<file path="src/trqs_pkg.sv">
// shared types, constants and the selection compare for the thread ready-queue scheduler
// used by trqs_cell, thread_ready_queue_scheduler, trqs_checker and the testbench; depends on nothing else
package trqs_pkg;

  localparam int MAX_THREADS = 16;
  localparam int CNT_W       = $clog2(MAX_THREADS);

  localparam logic [1:0] MODE_FCFS = 2'd0;
  localparam logic [1:0] MODE_PRIO = 2'd1;
  localparam logic [1:0] MODE_SRTF = 2'd2;

  typedef enum logic [1:0] {
    OP_HOLD   = 2'd0,
    OP_UPDATE = 2'd1,
    OP_INSERT = 2'd2,
    OP_RETIRE = 2'd3
  } trqs_op_e;

  // command broadcast to every cell
  typedef struct packed {
    trqs_op_e    op;
    logic [1:0]  mode;
    logic [7:0]  tid;
    logic [23:0] arr;
    logic [15:0] left;
    logic [7:0]  prio;
  } trqs_cmd_t;

  // per-cell status back to the control
  typedef struct packed {
    logic valid;
    logic hit;
  } trqs_stat_t;

  // best candidate so far, handed from cell to cell
  typedef struct packed {
    logic        found;
    logic        is_req;
    logic [7:0]  id;
    logic [7:0]  prio;
    logic [23:0] first;
    logic [23:0] last;
    logic [15:0] rem;
    logic [31:0] age;
  } trqs_tok_t;

  // true if candidate a goes ahead of the best so far b
  function automatic logic trqs_prefer(logic [1:0] mode, trqs_tok_t a, trqs_tok_t b);
    logic res;
    if (!b.found) begin
      res = 1'b1;
    end else begin
      case (mode)
        MODE_PRIO: begin
          if (a.prio != b.prio) res = a.prio < b.prio;
          else if (a.first != b.first) res = a.first < b.first;
          else res = a.age < b.age; // newer entry wins an exact tie
        end
        MODE_SRTF: begin
          if (a.rem != b.rem) res = a.rem < b.rem;
          else if (a.last != b.last) res = a.last < b.last;
          else res = a.age > b.age;
        end
        default: res = a.age > b.age; // fcfs, also the unused code
      endcase
    end
    return res;
  endfunction

endpackage

</file>
<file path="src/trqs_cell.sv">
// one table slot of the scheduler: holds a thread entry and compares it against
// the candidate handed in by its left neighbour; depends on trqs_pkg
module trqs_cell import trqs_pkg::*; (
  input  logic       clk_i,
  input  logic       rst_ni,
  input  trqs_cmd_t  cmd_i,
  input  logic       pick_i,
  input  trqs_tok_t  tok_pre_i,
  input  trqs_tok_t  tok_post_i,
  output trqs_tok_t  tok_pre_o,
  output trqs_tok_t  tok_post_o,
  output trqs_stat_t stat_o
);

  logic        valid_q;
  logic        is_req_q;
  logic        doomed_q;
  logic [7:0]  id_q;
  logic [7:0]  prio_q;
  logic [23:0] first_q;
  logic [23:0] last_q;
  logic [15:0] rem_q;
  logic [31:0] age_q;
  trqs_tok_t   mine;
  trqs_tok_t   pre_d, post_d;
  trqs_tok_t   pre_q, post_q;

  always_ff @(posedge clk_i or negedge rst_ni) begin
    if (!rst_ni) begin
      valid_q  <= 1'b0;
      is_req_q <= 1'b0;
      doomed_q <= 1'b0;
    end else begin
      case (cmd_i.op)
        OP_UPDATE: begin
          is_req_q <= pick_i;
          doomed_q <= pick_i && (cmd_i.left == 16'd0);
        end
        OP_INSERT: begin
          is_req_q <= pick_i;
          doomed_q <= 1'b0;
          if (pick_i) valid_q <= 1'b1;
        end
        OP_RETIRE: begin
          if (doomed_q) valid_q <= 1'b0;
        end
        default: ;
      endcase
    end
  end

  // entry payload, meaningful only while valid
  always_ff @(posedge clk_i) begin
    case (cmd_i.op)
      OP_UPDATE: begin
        if (pick_i) begin
          last_q <= cmd_i.arr;
          rem_q  <= cmd_i.left;
        end
      end
      OP_INSERT: begin
        if (pick_i) begin
          id_q    <= cmd_i.tid;
          prio_q  <= cmd_i.prio;
          first_q <= cmd_i.arr;
          last_q  <= cmd_i.arr;
          rem_q   <= cmd_i.left;
          age_q   <= 32'd1;
        end else begin
          age_q <= age_q + 32'd1; // every insertion ages the rest
        end
      end
      default: ;
    endcase
  end

  always_comb begin
    mine.found  = 1'b1;
    mine.is_req = is_req_q;
    mine.id     = id_q;
    mine.prio   = prio_q;
    mine.first  = first_q;
    mine.last   = last_q;
    mine.rem    = rem_q;
    mine.age    = age_q;
    // pre sees the table before removal, post leaves out the finished thread
    pre_d  = (valid_q && trqs_prefer(cmd_i.mode, mine, tok_pre_i)) ? mine : tok_pre_i;
    post_d = (valid_q && !doomed_q && trqs_prefer(cmd_i.mode, mine, tok_post_i)) ?
             mine : tok_post_i;
  end

  always_ff @(posedge clk_i) begin
    pre_q  <= pre_d;
    post_q <= post_d;
  end

  assign tok_pre_o    = pre_q;
  assign tok_post_o   = post_q;
  assign stat_o.valid = valid_q;
  assign stat_o.hit   = valid_q && (id_q == cmd_i.tid);

endmodule

</file>
<file path="config.mk">
export PLATFORM = sky130hd
export DESIGN_NAME = trqs_cell
export DESIGN_NICKNAME = d
export VERILOG_FILES = /design/src/trqs_pkg.sv /design/src/trqs_cell.sv
export SDC_FILE = /design/constraint.sdc
export NUM_CORES = 1
export LEC_CHECK = 0
export BUFFER_PORTS_ARGS = -buffer_cell sky130_fd_sc_hd__buf_2
export CAP_MARGIN = 20
export CORE_AREA = 2 2 202 204
export DETAILED_ROUTE_END_ITERATION = 8
export DIE_AREA = 0 0 204 206
export HOLD_SLACK_MARGIN = 0.03
export PLACE_DENSITY_LB_ADDON = 0.12
export SLEW_MARGIN = 20
export SYNTH_ARGS = -nofsm -noshare
export SYNTH_HDL_FRONTEND = slang
export SYNTH_SLANG_ARGS = --single-unit
</file>
<file path="constraint.sdc">
create_clock -name clk_i -period 7.2 [get_ports clk_i]
set_input_delay 0.36 -clock clk_i [delete_from_list [all_inputs] [get_ports clk_i]]
set_output_delay 0.36 -clock clk_i [all_outputs]
set_load 0.03 [all_outputs]
</file>
---- Word level (Yosys, flattened, before mapping) ----
Index checks and enable logic that the tools add are counted.
word-level totals
  word-level logic and storage cells ...... 85
  bits of input ports ..................... 291
  register bits ........................... 343
operators by class
  reductions and logical operators ........ 13
  add/sub/neg operators ................... 1
  order comparisons ....................... 12
  muxes and demuxes ....................... 18
  eq/ne operators ......................... 16
operators with widths
  operator                                              number
  two-way mux 113 bit                                   2
  less-than comparator 24 bit                           4
  != test 24 bit                                        4
  greater-than comparator 32 bit                        2
  less-than comparator 32 bit                           2
  adder 32 x 1 -> 32 bit (second input constant)        1
  less-than comparator 16 bit                           2
  != test 16 bit                                        2
  zero test 16 bit                                      1
  less-than comparator 8 bit                            2
  != test 8 bit                                         2
  two-way mux 1 bit                                     12
  equality test 8 bit                                   1
  case mux 1 bit (2 select lines)                       4
  equality test 2 bit (second input constant)           3
  logical AND 1 bit                                     5
  equality test 2 x 1 -> 1 bit (second input constant)  2
  != test 2 bit (second input constant)                 2
  AND reduction 2 bit                                   2
  nonzero test 2 bit                                    2
  AND reduction 3 bit                                   1
  OR reduction 2 bit                                    1
  zero test 1 bit                                       1

---- Depth between registers and ports, before layout ----
  depth in word-level cells ............... 7
  depth in mapped cells ................... 13
  mapped depth without buffers ............ 10

---- Worst setup path before layout ----
Ideal clock, no wire load.
  path type ............................... flip-flop to flip-flop
  start ................................... register age_q[1]
  end ..................................... register post_q, in the netlist tok_post_o[100]
  stages on the path, launching flop included .. 12
  setup time .............................. 0.123 ns
  slack ................................... 4.116 ns
  clock period less this slack ............ 3.084 ns
  required time ........................... 7.077 ns
  arrival time ............................ 2.961 ns
  path buffers ............................ 2
  cells stage by stage .................... edfxtp_1 > ha_1 > nor2b_1 > o211ai_1 > a2111oi_0 > or4b_1 > a21oi_1 > mux2_2 > a41oi_2 > buf_6 > buf_8 > mux2_1
RTL lines
  element                 line             RTL
  from (decl)             trqs_cell.sv:23  logic [31:0] age_q;
  from (signal assigned)  trqs_cell.sv:70  age_q <= age_q + 32'd1;
  to (signal assigned)    trqs_cell.sv:94  post_q <= post_d;
  to (decl)               trqs_cell.sv:26  trqs_tok_t pre_q, post_q;

==> flow_metrics.py <==
metrics = {
    "sta": {
        "slew_viol_final": 0,
        "fin_crit_ps": 4800,
        "finalCritPeriodShare": 0.666,
        "setup_viol": 0,
        "final_hold_viol_count": 0,
        "max_freq_ghz": 0.208,
        "fin_tns_setup_ps": 0,
        "rsz0062_at_grt": "no",
        "skew_ps": 25.5,
        "worstMarginPinSlew_ps": 1070,
        "timing.slew.headroom": 0.290,
    },
    "layout": {
        "drive_above_1_share": 0.265,
        "fin_area_um2": 24000,
        "nets": 2936,
        "area_growth_syn_to_layout_pct": 29.6,
    },
    "detailed_routing": {
        "viasPerCell": 5.69,
        "drt_pass1_iterations": 5,
        "wl_um": 64200,
        "drcViolationCount": 0,
        "vias": 17100,
        "drt_iter0_drc": 1259,
        "ant_nets": 0,
        "wl_per_cell_um": 21.3,
    },
    "place": {
        "hpwl_um": 46600,
        "io_buffer_count": 520,
        "dpl_cell_area_um2": 21500,
        "globalplace.congestion": 0.857,
    },
    "die": {
        "start_util": 0.462,
        "die_area_um2": 42000,
        "die_x_um": 204,
        "core_area_um2": 40200,
        "std_cell_rows": 74,
        "die_y_um": 206,
        "io-pin-count": 521,
    },
    "synthesis": {
        "synthesis.nets": 2348,
        "synthFlopType": "dfxtp_1",
        "yosys_register_bits": 343,
        "yosysTopAreaCell": "dfxtp_1",
        "synth.most_common_cell": "dfxtp_1",
        "synth_area_leaders": "dfxtp_1, edfxtp_1, ha_1, o2111ai_1, inv_1",
        "yosys_warnings": 0,
        "post_synth.cell_area_avg_um2": 10.1,
        "synth_commonest_cells": "dfxtp_1, inv_1, ha_1",
        "synthCells": 1844,
        "seq_area_frac_synth": 0.431,
        "synth-edff-count": 112,
        "synth_top_area_share": 0.246,
        "syn_area_um2": 18600,
        "synthArstFlopShare": 0.00875,
        "yosysUniqueCellTypes": 63,
    },
    "clock_network": {
        "tritoncts": "yes",
        "htree_levels": 2,
        "numCtsBuffers": 40,
        "clk_latency_ps": 570,
        "clkTransAtPathRegs_ps": 60,
        "clock_tree.root_cell": "clkbuf_16",
        "cts_resized": 0,
        "post_cts_buffers": 0,
        "hold_buffers": 124,
        "cts_buffer_depth": 3,
        "clock-sinks": 343,
    },
    "global_routing": {
        "grt.overflow.total": 0,
        "met3_usage": 0.0434,
        "antenna_found_initial": 13,
        "grt_util_met1": 0.371,
        "grtUsageTotal": 0.297,
        "grt_pass1_vias": 16800,
        "use_met2": 0.491,
        "grt_pass1_wl_um": 96600,
        "grt_max_degree": 79,
        "busiest_layer": "met2",
    },
    "pwr": {
        "p_per_area_nw_per_um2": 244,
        "p_leak_nw": 10.9,
        "finalPower_mw": 5.86,
        "ir_drop_uv": 201,
    },
    "setup_path": {
        "path_max_fanout": 75,
        "crit_arrival_ps": 5200,
        "cp_data_required_time_ps": 7600,
        "crit_type": "reg2reg",
        "worstSetupStartpointType": "flip-flop",
        "endpoint_kind": "flip-flop",
    },
    "job": {
        "drv_cap": 0,
    },
    "outcome": {
        "status": "completed",
    },
    "min_path": {
        "hp-class": "in2reg",
    },
}
==> layout make-up <==
class	instances	area, um^2
multi-input combinational	1174	9280
antenna	13	32.5
clock buffer	56	1160
sequential	343	8010
fill	3439	16100
tap	532	666
clock inverter	17	143
inverter	216	811
timing repair buffer	657	3940
==> sequential cells by signal, indices dropped and copies added (netlist names) <==
register	cells
id_q	8
age_q	32
prio_q	8
tok_post_o	114
first_q	24
last_q	24
rem_q	16
valid_q	1
is_req_q	1
doomed_q	1
tok_pre_o	114
==> per-layer routing <==
metal  share of wire  vias to the layer above
met2            0.47                      747
met5         0.00069                        -
met3           0.064                      181
li1                -                     8081
met1            0.41                     8115
met4           0.056                        6
==> where the power goes <==
group	total (mW)	internal, mW	leakage, nW	switching, mW
combinational	1.45	0.511	7.22	0.935
clock	2.05	1.20	0.649	0.844
sequential	2.37	2.24	3.01	0.128
total	5.86	3.95	10.9	1.91
==> logic make-up (layout without fill, tap and decap cells) <==
kind of cell	Yosys count	after routing	share of synthesized area
simple gates	407	407	0.105
buf+inv	327	946	0.0717
mux	115	115	0.0696
flops	343	343	0.431
xor+xnor	29	29	0.0137
other cells	0	13	0
compound gates	410	410	0.165
fa+ha+maj	213	213	0.144
==> final timing paths <==
path,slack [ps],depth (start not counted),from,to
setup reg to reg,2400,10,last_q[13],tok_pre_o[22]
min in group asynchronous,170,2,rst_ni,doomed_q
setup / recovery,2400,10,last_q[13],tok_pre_o[22]
hold reg to reg,560,1,rem_q[0],tok_post_o[32]
hold / removal,50,1,cmd_i[26],last_q[2]
max in group asynchronous,6890,2,rst_ni,valid_q
==> through the flow <==
| step | cells | setup slack, ps | util | hold WS [ps] |
|---|---|---|---|---|
| final | 3008 | 2400 | 0.598 | 52.4 |
| after global routing | 3005 | 2050 | 0.598 | 35.8 |
| after CTS | 2995 | 2500 | 0.598 | 30.0 |
| after detailed placement | 2798 | 2490 | 0.534 | 164 |
| after global placement | 2798 | 2730 | 0.534 | 160 |
| after floorplan | 1844 | 4120 | - | 64.4 |
==> critical path: stages (launching register included) <==
cell,delay [ps]
edfxtp_1,480
ha_1,340
nand4_1,150
nor4_1,720
o211ai_1,260
a311oi_1,290
o21ai_1,160
nand3_4,590
buf_4,710
buf_4,620
o311ai_0,220
==> cell usage in the layout, fill, tap and decap left out, types with 4 or more instances in the layout <==
| cell type | netlist | routed |
|---|---|---|
| buf_2 | 7 | 520 |
| dfxtp_1 | 228 | 228 |
| inv_1 | 216 | 216 |
| ha_1 | 213 | 212 |
| nand2_1 | 183 | 183 |
| dlygate4sd3_1 | 0 | 124 |
| o2111ai_1 | 116 | 116 |
| edfxtp_1 | 112 | 112 |
| o311ai_0 | 85 | 85 |
| a21oi_1 | 83 | 83 |
| mux2_1 | 68 | 68 |
| nand4_1 | 53 | 53 |
| nor2_1 | 46 | 46 |
| mux2_2 | 44 | 44 |
| clkbuf_16 | 0 | 43 |
| o21ai_0 | 40 | 40 |
| nand3_1 | 36 | 35 |
| o211ai_1 | 21 | 21 |
| xor2_1 | 16 | 16 |
| nor4_1 | 15 | 15 |
| o311ai_1 | 14 | 14 |
| diode_2 | 0 | 13 |
| xnor2_1 | 13 | 13 |
| buf_4 | 1 | 13 |
| nor2b_1 | 12 | 11 |
| or3_1 | 11 | 11 |
| nand2b_1 | 10 | 10 |
| a211oi_1 | 10 | 10 |
| nor3_1 | 11 | 10 |
| a21o_1 | 11 | 10 |
| and3_1 | 10 | 10 |
| clkinv_2 | 0 | 10 |
| clkbuf_1 | 94 | 9 |
| a221oi_1 | 5 | 5 |
| or4_1 | 5 | 5 |
| clkbuf_8 | 0 | 4 |
Note: power is estimated with default switching activity, not from simulation.
